## config.mk

```make
export PLATFORM = sky130hd
export DESIGN_NAME = button_debounce_hold_repeat_keymap
export DESIGN_NICKNAME = d
export VERILOG_FILES = /design/src/sv/bdhrk_pkg.sv /design/src/sv/button_debounce_hold_repeat_keymap.sv /design/src/sv/bdhrk_time_alu.sv /design/src/sv/bdhrk_event_buf.sv
export SDC_FILE = /design/constraint.sdc
export NUM_CORES = 1
export LEC_CHECK = 0
export ABC_AREA = 0
export BUFFER_PORTS_ARGS = -buffer_cell sky130_fd_sc_hd__buf_2
export CAP_MARGIN = 20
export CELL_PAD_IN_SITES_DETAIL_PLACEMENT = 0
export CELL_PAD_IN_SITES_GLOBAL_PLACEMENT = 1
export CORE_MARGIN = 2
export CORE_UTILIZATION = 45
export CTS_BUF_LIST = sky130_fd_sc_hd__clkbuf_8 sky130_fd_sc_hd__clkbuf_16
export CTS_CLUSTER_DIAMETER = 100
export DETAILED_ROUTE_END_ITERATION = 16
export GPL_ROUTABILITY_DRIVEN = 0
export PLACE_DENSITY_LB_ADDON = 0.05
export SLEW_MARGIN = 25
export SYNTH_ARGS = -nofsm -noshare
export SYNTH_HDL_FRONTEND = slang
export SYNTH_SLANG_ARGS = --single-unit
```

## constraint.sdc

```tcl
create_clock -name clk -period 14.85 [get_ports clk]
set_input_delay 2.97 -clock clk [delete_from_list [all_inputs] [get_ports clk]]
set_output_delay 2.97 -clock clk [all_outputs]
set_load 0.1 [all_outputs]
```

## src/sv/bdhrk_pkg.sv

```systemverilog
// ----------------------------------------------------------------------------
// bdhrk_pkg: shared types and constants for the button poller
// Slot numbers, event codes, register indexes, sequencer states and the
// short-press key map.
// ----------------------------------------------------------------------------
package bdhrk_pkg;

  localparam int SLOTS = 6;

  localparam logic [2:0] SLOT_UP     = 3'd0;
  localparam logic [2:0] SLOT_DOWN   = 3'd1;
  localparam logic [2:0] SLOT_LEFT   = 3'd2;
  localparam logic [2:0] SLOT_RIGHT  = 3'd3;
  localparam logic [2:0] SLOT_CENTER = 3'd4;
  localparam logic [2:0] SLOT_REC    = 3'd5;

  localparam logic [2:0] ACT_PRESS     = 3'd0;
  localparam logic [2:0] ACT_RELEASE   = 3'd1;
  localparam logic [2:0] ACT_PREV_STRM = 3'd2;
  localparam logic [2:0] ACT_NEXT_STRM = 3'd3;
  localparam logic [2:0] ACT_TOGGLE_REC = 3'd4;
  localparam logic [2:0] ACT_OPEN_MENU = 3'd5;

  localparam logic [3:0] KEY_NONE        = 4'd0;
  localparam logic [3:0] KEY_PREV        = 4'd1;
  localparam logic [3:0] KEY_NEXT        = 4'd2;
  localparam logic [3:0] KEY_OK          = 4'd3;
  localparam logic [3:0] KEY_HOME        = 4'd4;
  localparam logic [3:0] KEY_ESC         = 4'd5;
  localparam logic [3:0] KEY_ARROW_UP    = 4'd6;
  localparam logic [3:0] KEY_ARROW_DOWN  = 4'd7;
  localparam logic [3:0] KEY_ARROW_LEFT  = 4'd8;
  localparam logic [3:0] KEY_ARROW_RIGHT = 4'd9;

  localparam logic [1:0] MODE_NAV    = 2'd0;
  localparam logic [1:0] MODE_LIST   = 2'd1;
  localparam logic [1:0] MODE_SLIDER = 2'd2;

  localparam logic [2:0] REG_PRESS_LOW  = 3'd0;
  localparam logic [2:0] REG_ENABLE     = 3'd1;
  localparam logic [2:0] REG_DEBOUNCE   = 3'd2;
  localparam logic [2:0] REG_HOLD_DELAY = 3'd3;
  localparam logic [2:0] REG_REPEAT     = 3'd4;

  typedef enum logic [2:0] {
    ST_IDLE,
    ST_DEB,
    ST_HOLD,
    ST_FIRE,
    ST_REP,
    ST_DRAIN
  } state_t;

  typedef enum logic {
    ALU_ADD,
    ALU_SUB
  } alu_op_t;

  typedef struct packed {
    logic [2:0] button;
    logic [2:0] action;
    logic [3:0] key;
  } event_t;

  typedef struct packed {
    logic       hit;
    logic [2:0] action;
    logic [3:0] key;
  } map_t;

  // Short press or repeat mapping by menu flag and UI mode.
  function automatic map_t map_short(logic [2:0] b, logic menu, logic [1:0] mode);
    map_t m;
    m.hit    = 1'b0;
    m.action = ACT_PRESS;
    m.key    = KEY_NONE;
    if (!menu && b == SLOT_LEFT) begin
      m.hit    = 1'b1;
      m.action = ACT_PREV_STRM;
    end else if (!menu && b == SLOT_RIGHT) begin
      m.hit    = 1'b1;
      m.action = ACT_NEXT_STRM;
    end else if (!menu && b != SLOT_REC) begin
      m.hit = 1'b0;
    end else begin
      unique case (mode)
        MODE_NAV: begin
          m.hit = 1'b1;
          case (b)
            SLOT_UP:                 m.key = KEY_PREV;
            SLOT_DOWN:               m.key = KEY_NEXT;
            SLOT_RIGHT, SLOT_CENTER: m.key = KEY_OK;
            SLOT_LEFT:               m.key = KEY_HOME;
            SLOT_REC:                m.action = ACT_TOGGLE_REC;
            default:                 m.hit = 1'b0;
          endcase
        end
        MODE_LIST: begin
          m.hit = 1'b1;
          case (b)
            SLOT_UP:     m.key = KEY_ARROW_UP;
            SLOT_DOWN:   m.key = KEY_ARROW_DOWN;
            SLOT_CENTER: m.key = KEY_OK;
            default:     m.hit = 1'b0;
          endcase
        end
        MODE_SLIDER: begin
          m.hit = 1'b1;
          case (b)
            SLOT_LEFT:   m.key = KEY_ARROW_LEFT;
            SLOT_RIGHT:  m.key = KEY_ARROW_RIGHT;
            SLOT_CENTER: m.key = KEY_OK;
            default:     m.hit = 1'b0;
          endcase
        end
        default: begin
          m.hit = 1'b1;
          case (b)
            SLOT_UP:     m.key = KEY_ARROW_UP;
            SLOT_DOWN:   m.key = KEY_ARROW_DOWN;
            SLOT_LEFT:   m.key = KEY_ARROW_LEFT;
            SLOT_RIGHT:  m.key = KEY_ARROW_RIGHT;
            SLOT_CENTER: m.key = KEY_OK;
            default:     m.hit = 1'b0;
          endcase
        end
      endcase
    end
    return m;
  endfunction

endpackage

```

## src/sv/button_debounce_hold_repeat_keymap.sv

```systemverilog
// ----------------------------------------------------------------------------
// button_debounce_hold_repeat_keymap: six-button debounce, hold and repeat
// Polls six buttons, debounces them, detects long press and auto-repeat
// and maps each event to a key code or an action by menu flag and UI mode.
// ----------------------------------------------------------------------------
// Sequencing: the slot scan visits the slots in turn; a disabled slot only
// passes the debounce state, an enabled slot runs debounce, optional deadline,
// fire test and optional repeat on one shared time adder. Events then enter
// the output register in order, held while the receiver stalls, and the drain
// closes. A new poll is taken only in idle; poll_stall is high otherwise.
// Reset (rst, synchronous) clears all slot state, the registers to their
// defaults, the sequencer and the output channel.
module button_debounce_hold_repeat_keymap #(
  parameter int TIME_BITS = 32
) (
  input  logic        clk,
  input  logic        rst,
  input  logic        cfg_write,
  input  logic [2:0]  cfg_index,
  input  logic [15:0] cfg_data,
  input  logic        poll_valid,
  output logic        poll_stall,
  input  logic [31:0] now_ms,
  input  logic [5:0]  levels,
  input  logic        menu_open,
  input  logic [1:0]  ui_mode,
  output logic        event_valid,
  input  logic        event_stall,
  output logic [2:0]  event_button,
  output logic [2:0]  event_action,
  output logic [3:0]  event_key,
  output logic        event_last
);

  localparam int SL = bdhrk_pkg::SLOTS;

  // Configuration registers.
  logic        press_low;
  logic [5:0]  button_enable;
  logic [15:0] debounce_ms;
  logic [15:0] hold_delay_ms;
  logic [15:0] repeat_ms;

  // Per-slot state.
  logic [SL-1:0]        stable_level;
  logic [TIME_BITS-1:0] change_time    [SL];
  logic [TIME_BITS-1:0] next_fire_time [SL];
  logic [SL-1:0]        holding;
  logic [SL-1:0]        long_done;

  // The captured poll.
  logic [TIME_BITS-1:0] now;
  logic [5:0]           lv;
  logic                 menu;
  logic [1:0]           mode;

  // Sequencer.
  bdhrk_pkg::state_t state, state_next;
  logic [2:0] slot, slot_next;
  logic       have, have_next;
  logic [2:0] act, act_next;
  logic [3:0] key, key_next;

  // Shared time adder.
  bdhrk_pkg::alu_op_t   alu_op;
  logic [TIME_BITS-1:0] alu_b;
  logic [TIME_BITS-1:0] alu_res;
  logic                 alu_above;
  logic                 alu_ahead;
  logic [TIME_BITS-1:0] debounce_ext;

  // Slot update strobes.
  logic wr_change, set_hold, clr_hold, clr_long, set_long, wr_fire;
  logic slot_done, push, drain_start, draining;

  logic            cur;
  logic            pressed_level;
  logic            deferred;
  bdhrk_pkg::map_t mp;
  bdhrk_pkg::event_t push_event;

  assign cur           = lv[slot];
  assign pressed_level = ~press_low;
  assign deferred      = (slot == bdhrk_pkg::SLOT_LEFT) || (slot == bdhrk_pkg::SLOT_RIGHT) ||
                         (slot == bdhrk_pkg::SLOT_CENTER);
  assign mp            = bdhrk_pkg::map_short(slot, menu, mode);
  assign debounce_ext  = TIME_BITS'(debounce_ms);
  assign poll_stall    = (state != bdhrk_pkg::ST_IDLE);

  bdhrk_time_alu #(
    .TIME_BITS (TIME_BITS)
  ) u_alu (
    .op     (alu_op),
    .a      (now),
    .b      (alu_b),
    .limit  (debounce_ext),
    .result (alu_res),
    .above  (alu_above),
    .ahead  (alu_ahead)
  );

  // Configuration writes. Writes beyond the register list are dropped.
  always_ff @(posedge clk) begin
    if (rst) begin
      press_low     <= 1'b0;
      button_enable <= '0;
      debounce_ms   <= 16'd50;
      hold_delay_ms <= 16'd500;
      repeat_ms     <= 16'd100;
    end else if (cfg_write) begin
      unique case (cfg_index)
        bdhrk_pkg::REG_PRESS_LOW:  press_low     <= cfg_data[0];
        bdhrk_pkg::REG_ENABLE:     button_enable <= cfg_data[5:0];
        bdhrk_pkg::REG_DEBOUNCE:   debounce_ms   <= cfg_data;
        bdhrk_pkg::REG_HOLD_DELAY: hold_delay_ms <= cfg_data;
        bdhrk_pkg::REG_REPEAT:     repeat_ms     <= cfg_data;
        default: ;
      endcase
    end
  end

  // The poll is held for the whole scan.
  always_ff @(posedge clk) begin
    if (state == bdhrk_pkg::ST_IDLE && poll_valid) begin
      now  <= TIME_BITS'(now_ms);
      lv   <= levels;
      menu <= menu_open;
      mode <= ui_mode;
    end
  end

  always_ff @(posedge clk) begin
    if (rst) begin
      state <= bdhrk_pkg::ST_IDLE;
      slot  <= '0;
      have  <= 1'b0;
    end else begin
      state <= state_next;
      slot  <= slot_next;
      have  <= have_next;
    end
  end

  always_ff @(posedge clk) begin
    act <= act_next;
    key <= key_next;
  end

  // Slot state. Only the slot under the sequencer changes in a cycle.
  always_ff @(posedge clk) begin
    if (rst) begin
      stable_level <= '0;
      holding      <= '0;
      long_done    <= '0;
      for (int i = 0; i < SL; i++) begin
        change_time[i]    <= '0;
        next_fire_time[i] <= '0;
      end
    end else begin
      if (wr_change) begin
        stable_level[slot] <= cur;
        change_time[slot]  <= now;
      end
      if (set_hold) begin
        holding[slot] <= 1'b1;
      end else if (clr_hold) begin
        holding[slot] <= 1'b0;
      end
      if (clr_long) begin
        long_done[slot] <= 1'b0;
      end else if (set_long) begin
        long_done[slot] <= 1'b1;
      end
      if (wr_fire) begin
        next_fire_time[slot] <= alu_res;
      end
    end
  end

  // Sequencer. Each enabled slot runs a debounce step, an optional deadline
  // step after an accepted press, a fire test and an optional repeat step.
  // The deadline is written before the fire test, so a press and a repeat in
  // the same poll see the new deadline, and the later event wins.
  always_comb begin
    state_next  = state;
    slot_next   = slot;
    have_next   = have;
    act_next    = act;
    key_next    = key;
    alu_op      = bdhrk_pkg::ALU_SUB;
    alu_b       = change_time[slot];
    wr_change   = 1'b0;
    set_hold    = 1'b0;
    clr_hold    = 1'b0;
    clr_long    = 1'b0;
    set_long    = 1'b0;
    wr_fire     = 1'b0;
    slot_done   = 1'b0;
    drain_start = 1'b0;
    unique case (state)
      bdhrk_pkg::ST_IDLE: begin
        if (poll_valid) begin
          slot_next  = '0;
          state_next = bdhrk_pkg::ST_DEB;
        end
      end
      bdhrk_pkg::ST_DEB: begin
        have_next = 1'b0;
        if (!button_enable[slot]) begin
          slot_done = 1'b1;
        end else if (cur != stable_level[slot] && alu_above) begin
          wr_change = 1'b1;
          if (cur == pressed_level) begin
            set_hold   = 1'b1;
            clr_long   = 1'b1;
            have_next  = !deferred && mp.hit;
            act_next   = mp.action;
            key_next   = mp.key;
            state_next = bdhrk_pkg::ST_HOLD;
          end else begin
            clr_hold = 1'b1;
            if (deferred && !long_done[slot]) begin
              have_next = mp.hit;
              act_next  = mp.action;
              key_next  = mp.key;
            end else begin
              have_next = 1'b1;
              act_next  = bdhrk_pkg::ACT_RELEASE;
              key_next  = bdhrk_pkg::KEY_NONE;
            end
            state_next = bdhrk_pkg::ST_FIRE;
          end
        end else begin
          state_next = bdhrk_pkg::ST_FIRE;
        end
      end
      bdhrk_pkg::ST_HOLD: begin
        alu_op     = bdhrk_pkg::ALU_ADD;
        alu_b      = TIME_BITS'(hold_delay_ms);
        wr_fire    = 1'b1;
        state_next = bdhrk_pkg::ST_FIRE;
      end
      bdhrk_pkg::ST_FIRE: begin
        alu_b = next_fire_time[slot];
        if (holding[slot] && cur == pressed_level && alu_ahead) begin
          if (deferred) begin
            if (!long_done[slot]) begin
              set_long = 1'b1;
              // A long press on center opens the menu, or in the menu sends home (nav mode) or escape.
              if (slot == bdhrk_pkg::SLOT_CENTER) begin
                have_next = 1'b1;
                if (!menu) begin
                  act_next = bdhrk_pkg::ACT_OPEN_MENU;
                  key_next = bdhrk_pkg::KEY_NONE;
                end else begin
                  act_next = bdhrk_pkg::ACT_PRESS;
                  key_next = (mode == bdhrk_pkg::MODE_NAV) ? bdhrk_pkg::KEY_HOME
                                                           : bdhrk_pkg::KEY_ESC;
                end
              end
            end
            slot_done = 1'b1;
          end else begin
            if (mp.hit) begin
              have_next = 1'b1;
              act_next  = mp.action;
              key_next  = mp.key;
            end
            state_next = bdhrk_pkg::ST_REP;
          end
        end else begin
          slot_done = 1'b1;
        end
      end
      bdhrk_pkg::ST_REP: begin
        alu_op    = bdhrk_pkg::ALU_ADD;
        alu_b     = TIME_BITS'(repeat_ms);
        wr_fire   = 1'b1;
        slot_done = 1'b1;
      end
      bdhrk_pkg::ST_DRAIN: begin
        if (!draining) begin
          state_next = bdhrk_pkg::ST_IDLE;
        end
      end
      default: state_next = bdhrk_pkg::ST_IDLE;
    endcase
    if (slot_done) begin
      if (slot == 3'(SL - 1)) begin
        drain_start = 1'b1;
        state_next  = bdhrk_pkg::ST_DRAIN;
      end else begin
        slot_next  = slot + 3'd1;
        state_next = bdhrk_pkg::ST_DEB;
      end
    end
  end

  assign push              = slot_done && have_next;
  assign push_event.button = slot;
  assign push_event.action = act_next;
  assign push_event.key    = key_next;

  bdhrk_event_buf u_buf (
    .clk          (clk),
    .rst          (rst),
    .push         (push),
    .push_event   (push_event),
    .drain_start  (drain_start),
    .draining     (draining),
    .event_valid  (event_valid),
    .event_stall  (event_stall),
    .event_button (event_button),
    .event_action (event_action),
    .event_key    (event_key),
    .event_last   (event_last)
  );

endmodule

```

## src/sv/bdhrk_time_alu.sv

```systemverilog
// ----------------------------------------------------------------------------
// bdhrk_time_alu: shared wrap-around time adder
// One add or subtract per cycle, with a magnitude compare against a limit
// and a half-range sign test on the result.
// ----------------------------------------------------------------------------
module bdhrk_time_alu #(
  parameter int TIME_BITS = 32
) (
  input  bdhrk_pkg::alu_op_t    op,
  input  logic [TIME_BITS-1:0]  a,
  input  logic [TIME_BITS-1:0]  b,
  input  logic [TIME_BITS-1:0]  limit,
  output logic [TIME_BITS-1:0]  result,
  output logic                  above,
  output logic                  ahead
);

  assign result = (op == bdhrk_pkg::ALU_ADD) ? a + b : a - b;
  assign above  = result > limit;
  // A clear top bit means the target time has been reached or passed.
  assign ahead  = ~result[TIME_BITS-1];

endmodule

```

## src/sv/bdhrk_event_buf.sv

```systemverilog
// ----------------------------------------------------------------------------
// bdhrk_event_buf: event collection buffer and output register
// Holds the events of one poll, then drains them in order onto the output
// channel and marks the final beat as last.
// ----------------------------------------------------------------------------
module bdhrk_event_buf (
  input  logic                clk,
  input  logic                rst,
  input  logic                push,
  input  bdhrk_pkg::event_t   push_event,
  input  logic                drain_start,
  output logic                draining,
  output logic                event_valid,
  input  logic                event_stall,
  output logic [2:0]          event_button,
  output logic [2:0]          event_action,
  output logic [3:0]          event_key,
  output logic                event_last
);

  bdhrk_pkg::event_t entries [bdhrk_pkg::SLOTS];
  logic [2:0] count;
  logic [2:0] rd_ptr;
  logic       load;

  assign load = draining && (rd_ptr != count) && (!event_valid || !event_stall);

  always_ff @(posedge clk) begin
    if (push) begin
      entries[count] <= push_event;
    end
  end

  always_ff @(posedge clk) begin
    if (rst) begin
      count    <= '0;
      rd_ptr   <= '0;
      draining <= 1'b0;
    end else begin
      if (push) begin
        count <= count + 3'd1;
      end
      if (drain_start) begin
        draining <= 1'b1;
      end else if (draining && rd_ptr == count) begin
        draining <= 1'b0;
        count    <= '0;
        rd_ptr   <= '0;
      end else if (load) begin
        rd_ptr <= rd_ptr + 3'd1;
      end
    end
  end

  always_ff @(posedge clk) begin
    if (rst) begin
      event_valid <= 1'b0;
    end else if (load) begin
      event_valid <= 1'b1;
    end else if (!event_stall) begin
      event_valid <= 1'b0;
    end
  end

  always_ff @(posedge clk) begin
    if (load) begin
      event_button <= entries[rd_ptr].button;
      event_action <= entries[rd_ptr].action;
      event_key    <= entries[rd_ptr].key;
      event_last   <= (rd_ptr == count - 3'd1);
    end
  end

endmodule
```

-- After elaboration in Yosys (flattened, before gate mapping)
Memories as Yosys holds them, arrays and structs flattened. A register that Yosys moved wholly into a read port is not among the register bits.
Index checks and enable logic that the tools add are counted.
- memories: 3
- RAM bits: 444
- bits of input ports: 65
- output and inout port bits: 13
- flip-flop bits (word level): 137
- logic and storage cells: 250
- memories (memory ; depth ; bits a word ; rd ports ; clocked after memory_dff ; write ports ; line ; source):
    change_time ; 6 ; 32 ; 1 ; 1 ; 6 ; button_debounce_hold_repeat_keymap.sv:46 ; logic [TIME_BITS-1:0] change_time [SL];
    next_fire_time ; 6 ; 32 ; 1 ; 1 ; 6 ; button_debounce_hold_repeat_keymap.sv:47 ; logic [TIME_BITS-1:0] next_fire_time [SL];
    u_buf.entries ; 6 ; 10 ; 1 ; 1 ; 1 ; bdhrk_event_buf.sv:21 ; bdhrk_pkg::event_t entries [bdhrk_pkg::SLOTS];
- eq/ne operators: 29
- reductions and logical operators: 46
- $add $sub $neg: 6
- magnitude comparators: 3
- muxes and demuxes: 133
- bitwise logic cells: 8
- operators with widths (cell ; count):
    3-bit two-way mux ; 34
    32-bit two-way mux ; 3
    32-bit case mux with 3 select lines ; 1
    32-bit OR reduction ; 2
    1-bit two-way mux ; 59
    4-bit two-way mux ; 13
    32-bit adder ; 1
    32-bit by 16-bit greater-than comparator with 1-bit output ; 1
    32-bit subtractor ; 1
    6-bit two-way mux ; 4
    4-bit case mux with 3 select lines ; 2
    4-bit case mux with 5 select lines ; 1
    3-bit by 2-bit == test with 1-bit output, second input constant ; 6
    3-bit inequality test, second input constant ; 6
    3-bit case mux with 6 select lines ; 1
    1-bit binary-select mux with 3-bit select ; 5
    3-bit == test, second input constant ; 5
    1-bit logical AND ; 14
    6-bit AND ; 2
    6-bit OR ; 2
    3-bit case mux with 4 select lines ; 1
    2-bit AND reduction ; 6
    3-bit by 1-bit adder with 3-bit output, second input constant ; 3
    3-bit by 1-bit == test with 1-bit output, second input constant ; 3
    32 further kinds ; 49

-- Depth between registers and ports, before layout
- depth in word-level cells: 16
- mapped depth: 34

-- Modules after synthesis
A second synthesis with hierarchy kept.
- cell total of the unflattened synthesis: 2698
- area, all modules: 32936.6 sq um
- by module, submodules not included (module ; area each (sq um) ; cells each ; times used ; seq. area each (sq um)):
    button_debounce_hold_repeat_keymap ; 26640.6 ; 2060 ; 1 ; 18327.6
    bdhrk_time_alu ; 3169.3 ; 461 ; 1 ; 0.0
    bdhrk_event_buf ; 3126.7 ; 177 ; 1 ; 2292.2

-- Worst setup path before layout
Ideal clock, no wire load.
- path type: reg-to-reg
- start point: register slot[1]
- end point: memory u_buf.entries[1][0] (netlist bit), enable pin
- path slack: 7.351 ns
- library setup time: 0.404 ns
- arrival time: 7.096 ns
- buffers on the path: 2
- required time: 14.446 ns
- stages on the path, launching flop included: 28
- path through: dfxtp_1 buf_6 mux2_1 a221oi_2 o221ai_1 a221o_1 inv_1 ha_1 nand2_1 or4_1 nor4_1 a31oi_1 nor3_1 xnor2_1 ha_1 clkbuf_1 a21oi_1 o21ai_0 or2_2 o21ai_0 a311oi_1 nor3_1 nor2_1 or3_1 a21o_1 o21ai_4 o21ai_2 nor4_1
- longest elaborated chain between the ends: 15
- RTL lines (what ; line ; source):
    from (decl) ; button_debounce_hold_repeat_keymap.sv:59 ; logic [2:0] slot, slot_next;
    from (signal assigned) ; button_debounce_hold_repeat_keymap.sv:139 ; slot <= slot_next;
    3-bit by 2-bit == test with 1-bit output, or another cell as far along ; -- ;
    6-bit OR reduction (no line), or another cell as far along ; -- ;
    1-bit two-way mux, on equally long branches ; -- ;
    1-bit case mux with 3 select lines ; bdhrk_pkg.sv:86 ; unique case (mode)
    1-bit two-way mux ; bdhrk_pkg.sv:83 ; end else if (!menu && b != SLOT_REC) begin
    4-bit two-way mux ; bdhrk_pkg.sv:80 ; end else if (!menu && b == SLOT_RIGHT) begin
    4-bit two-way mux ; bdhrk_pkg.sv:77 ; if (!menu && b == SLOT_LEFT) begin
    1-bit two-way mux or 1-bit logical AND (tied branches) ; button_debounce_hold_repeat_keymap.sv:222, button_debounce_hold_repeat_keymap.sv:216 ;
    1-bit two-way mux ; button_debounce_hold_repeat_keymap.sv:213 ; if (cur == pressed_level) begin
    1-bit two-way mux ; button_debounce_hold_repeat_keymap.sv:211 ; end else if (cur != stable_level[slot] && alu_above) begin
    1-bit two-way mux ; button_debounce_hold_repeat_keymap.sv:209 ; if (!button_enable[slot]) begin
    1-bit case mux with 2 select lines ; button_debounce_hold_repeat_keymap.sv:200 ; unique case (state)
    1-bit logical AND (*) ; button_debounce_hold_repeat_keymap.sv:299 ; assign push = slot_done && have_next;
    1-bit two-way mux (*) ; bdhrk_event_buf.sv:29 ; if (push) begin
    1-bit two-way mux (not written as such) (*) ; bdhrk_event_buf.sv:30 ; entries[count] <= push_event;
    to (decl) ; bdhrk_event_buf.sv:21 ;
Mark *: on every way between the ends. The rest lies on a longest branch, timed or not. The select of a mux whose other input is x is not followed.

==> results.sh <==
export IMPL_grt_pass1_vias=23700
export IMPL_max_slew_worst_pin_slew_ns=1.05
export IMPL_slew_headroom_pct=29.3
export IMPL_switchingPower_mw=3.77
export IMPL_worstSetupEndpoint="change_time[5][8]"
export IMPL_slowest_stage="dfxtp_4"
export IMPL_yosysMostFrequentCell="edfxtp_1"
export IMPL_cts_buffer_depth=3
export IMPL_remaining_drc_errors=0
export IMPL_min_period_ns=11.40
export IMPL_die_h_um=279
export IMPL_viasPerCell=6.11
export IMPL_grt_first_pass_wirelength_mm=161
export IMPL_met2_usage_pct=46.9
export IMPL_critPathLaunchType="flop"
export IMPL_use_met1_pct=38.0
export IMPL_synth_common_cells="edfxtp_1, nor2_1, nand2_1"
export IMPL_wl_per_cell_um=28.4
export IMPL_ctsResizeCount=0
export IMPL_vdd_drop_max_v=0.000163
export IMPL_power_frac_seq_pct=30.2
export IMPL_post_cts_buffers=0
export IMPL_finalCritPeriodShare_pct=76.8
export IMPL_power_mw=8.43
export IMPL_antenna_found_initial=1
export IMPL_crit_type="flop to flop"
export IMPL_status="completed"
export IMPL_gr_total_overflow=0
export IMPL_rows=100
export IMPL_ys_warnings_count=0
export IMPL_n_antenna_cell=0
export IMPL_route_vias_total=23800
export IMPL_drtIter0Drc=2406
export IMPL_synth_main_ff_cell="edfxtp_1"
export IMPL_netlist_area_mm2=0.0340
export IMPL_cp_common_cell="buf_4"
export IMPL_synth_edf_count=624
export IMPL_cts_sinks=719
export IMPL_fmax_mhz=87.7
export IMPL_startpoint="slot[0]"
export IMPL_synthCells=2760
export IMPL_avgSynthCellArea_um2=12.3
export IMPL_cell_internal_pwr_mw=4.66
export IMPL_cts_inserted_buffers=81
export IMPL_power_frac_clock_pct=23.0
export IMPL_ff2ff_path_depth=33
export IMPL_cp_data_arrival_time_ns=11.78
export IMPL_clk_pin_slew_ns=0.06
export IMPL_cts_root_buffer="clkbuf_16"
export IMPL_cts_tree="built"
export IMPL_cellPowerDensity_mw_per_mm2=221
export IMPL_hold_class="flop to flop"
export IMPL_grt_max_degree=103
export IMPL_boundaryPins=78
export IMPL_path_max_fanout=102
export IMPL_holdBufCountCts=0
export IMPL_reg2reg_to="change_time[5][8]"
export IMPL_ant_nets=0
export IMPL_die_width_um=279
export IMPL_drive_above_1_share_pct=13.9
export IMPL_fin_worst_skew_ns=0.0263
export IMPL_drt_wl_total_mm=110
export IMPL_tns_ns=0
export IMPL_layout_nets=2981
export IMPL_rrSetupSlack_ns=3.45
export IMPL_dieArea_mm2=0.0778
export IMPL_worst_setup_path_end_kind="flop"
export IMPL_htreeDepth=3
export IMPL_area_growth_pct=12.1
export IMPL_rsz0062_at_grt="false"
export IMPL_dp_hpwl_mm=70.1
export IMPL_setup_violations=0
export IMPL_grtUsageTotal_pct=28.3
export IMPL_hold_ws_ns=0.458
export IMPL_finalMaxSlewViolations=0
export IMPL_slowest_delay_ns=0.82
export IMPL_total_leakage_power_nw=14.1
export IMPL_ys_top_cells_by_area="edfxtp_1, dfxtp_1, nor2_1"
export IMPL_grt_busiest_layer="met2"
export IMPL_seq_area_frac_synth_pct=60.7
export IMPL_yosysTopAreaCellShare_pct=55.1
export IMPL_yosysUniqueCellTypes=94
export IMPL_hp_start="hold_delay_ms[3]"
export IMPL_start_util_pct=45.5
export IMPL_met3_usage_pct=4.03
export IMPL_clk_latency_ns=0.65
export IMPL_r2r_start="slot[0]"
export IMPL_swShare_pct=44.7
export IMPL_yosysTopAreaCell="edfxtp_1"
export IMPL_ys_seq_elements=719
export IMPL_synthArstFlopShare_pct=0
export IMPL_drt_pass1_iter_count=8
export IMPL_p_comb_share_pct=46.9
export IMPL_hold_viol=0
export IMPL_maxCapViolCount=0
export IMPL_critPathRequiredTime_ns=15.23
export IMPL_port_buffers=77
export IMPL_core_mm2=0.0747
-- cell families after synthesis --
group                    count (synthesis)  synth area share, %
AND/OR/NAND/NOR                        889                 13.1
flip-flops                             719                 60.7
AO/OA/AOI/OAI                          589                 12.0
buffers and inverters                  254                 3.43
multiplexers                           187                 6.87
XOR/XNOR                                61                 1.63
adder cells (fa/ha/maj)                 60                 2.23
other                                    1               0.0110
-- cell usage in the layout, fill, tap and decap left out, types with 21 or more instances in the layout --
master / n
nor2_1: 286
a31oi_1: 30
buf_2: 76
dfxtp_1: 92
and2_1: 46
a21oi_1: 149
mux4_2: 31
xnor2_1: 38
nand3_1: 35
conb_1: 64
a22oi_1: 69
nand2_1: 187
clkbuf_16: 81
a21o_1: 29
inv_1: 72
ha_1: 59
xor2_1: 21
a221oi_1: 39
buf_4: 73
mux2_2: 52
edfxtp_1: 624
o21ai_0: 73
o22ai_1: 22
and3_1: 169
mux2i_1: 99
-- how the worst min path moves through the flow --
stage / slack, ns / cells after the start / end
2_1_floorplan: 0.43 / 2 / repeat_ms[13]
3_3_place_gp: 0.44 / 2 / repeat_ms[1]
3_5_place_dp: 0.45 / 2 / hold_delay_ms[3]
4_1_cts: 0.46 / 2 / hold_delay_ms[3]
5_1_grt: 0.47 / 2 / hold_delay_ms[3]
6_report: 0.46 / 2 / hold_delay_ms[3]
-- flip-flops by register name, summed over array words and instances (netlist names), 3 cells and up, named ones only --
signal / count
key: 4
state: 3
u_buf.event_button: 3
button_enable: 6
debounce_ms: 16
now: 32
hold_delay_ms: 16
u_buf.count: 3
u_buf.event_key: 4
u_buf.rd_ptr: 3
u_buf.entries: 60
lv: 6
change_time: 256
u_buf.event_action: 3
stable_level: 6
repeat_ms: 16
slot: 3
next_fire_time: 256
act: 3
-- power groups by stage --
stage	sequential (mW)	combinational, mW	clock [mW]
2_1_floorplan	2.48	2.53	0
3_5_place_dp	2.58	3.88	0
5_1_grt	2.55	4.24	2.06
4_1_cts	2.54	3.90	1.97
3_3_place_gp	2.58	3.84	0
6_report	2.54	3.95	1.94
-- metal layers --
layer / up-vias / routed length (um)
met5: - / 13
met4: 2 / 4120
met3: 188 / 6370
met2: 867 / 52900
met1: 12100 / 47000
li1: 10600 / -
-- stage by stage --
stage,setup WS (ns),cells,utilization (%),cell area (um2)
finish,3.45,3887,51.1,38100
global route,3.11,3887,51.1,38100
CTS,3.37,3887,51.0,38100
detailed placement,3.43,3742,47.6,35600
global placement,3.66,3742,47.6,35600
floorplan,7.35,2823,-,34300
-- worst max-delay path: cells and delay by family, from the launching register on --
kind / cells / cell delay (ns)
and+or+nand+nor: 10 / 2.93
buffers and inverters: 6 / 1.94
AOI/OAI and AO/OA: 12 / 3.45
adders and majority gates: 3 / 0.89
xor gates and xnor gates: 2 / 0.95
DFF: 1 / 0.82
-- layout make-up --
type / instances / area (um2)
Inverter: 54 / 204
Multi-Input combinational cell: 1850 / 12600
Fill cell: 6577 / 36600
Clock buffer: 82 / 2040
Clock inverter: 63 / 518
Timing Repair Buffer: 150 / 948
Tap cell: 969 / 1210
Sequential cell: 719 / 20700
No activity file was read; power rests on OpenSTA's default activity.
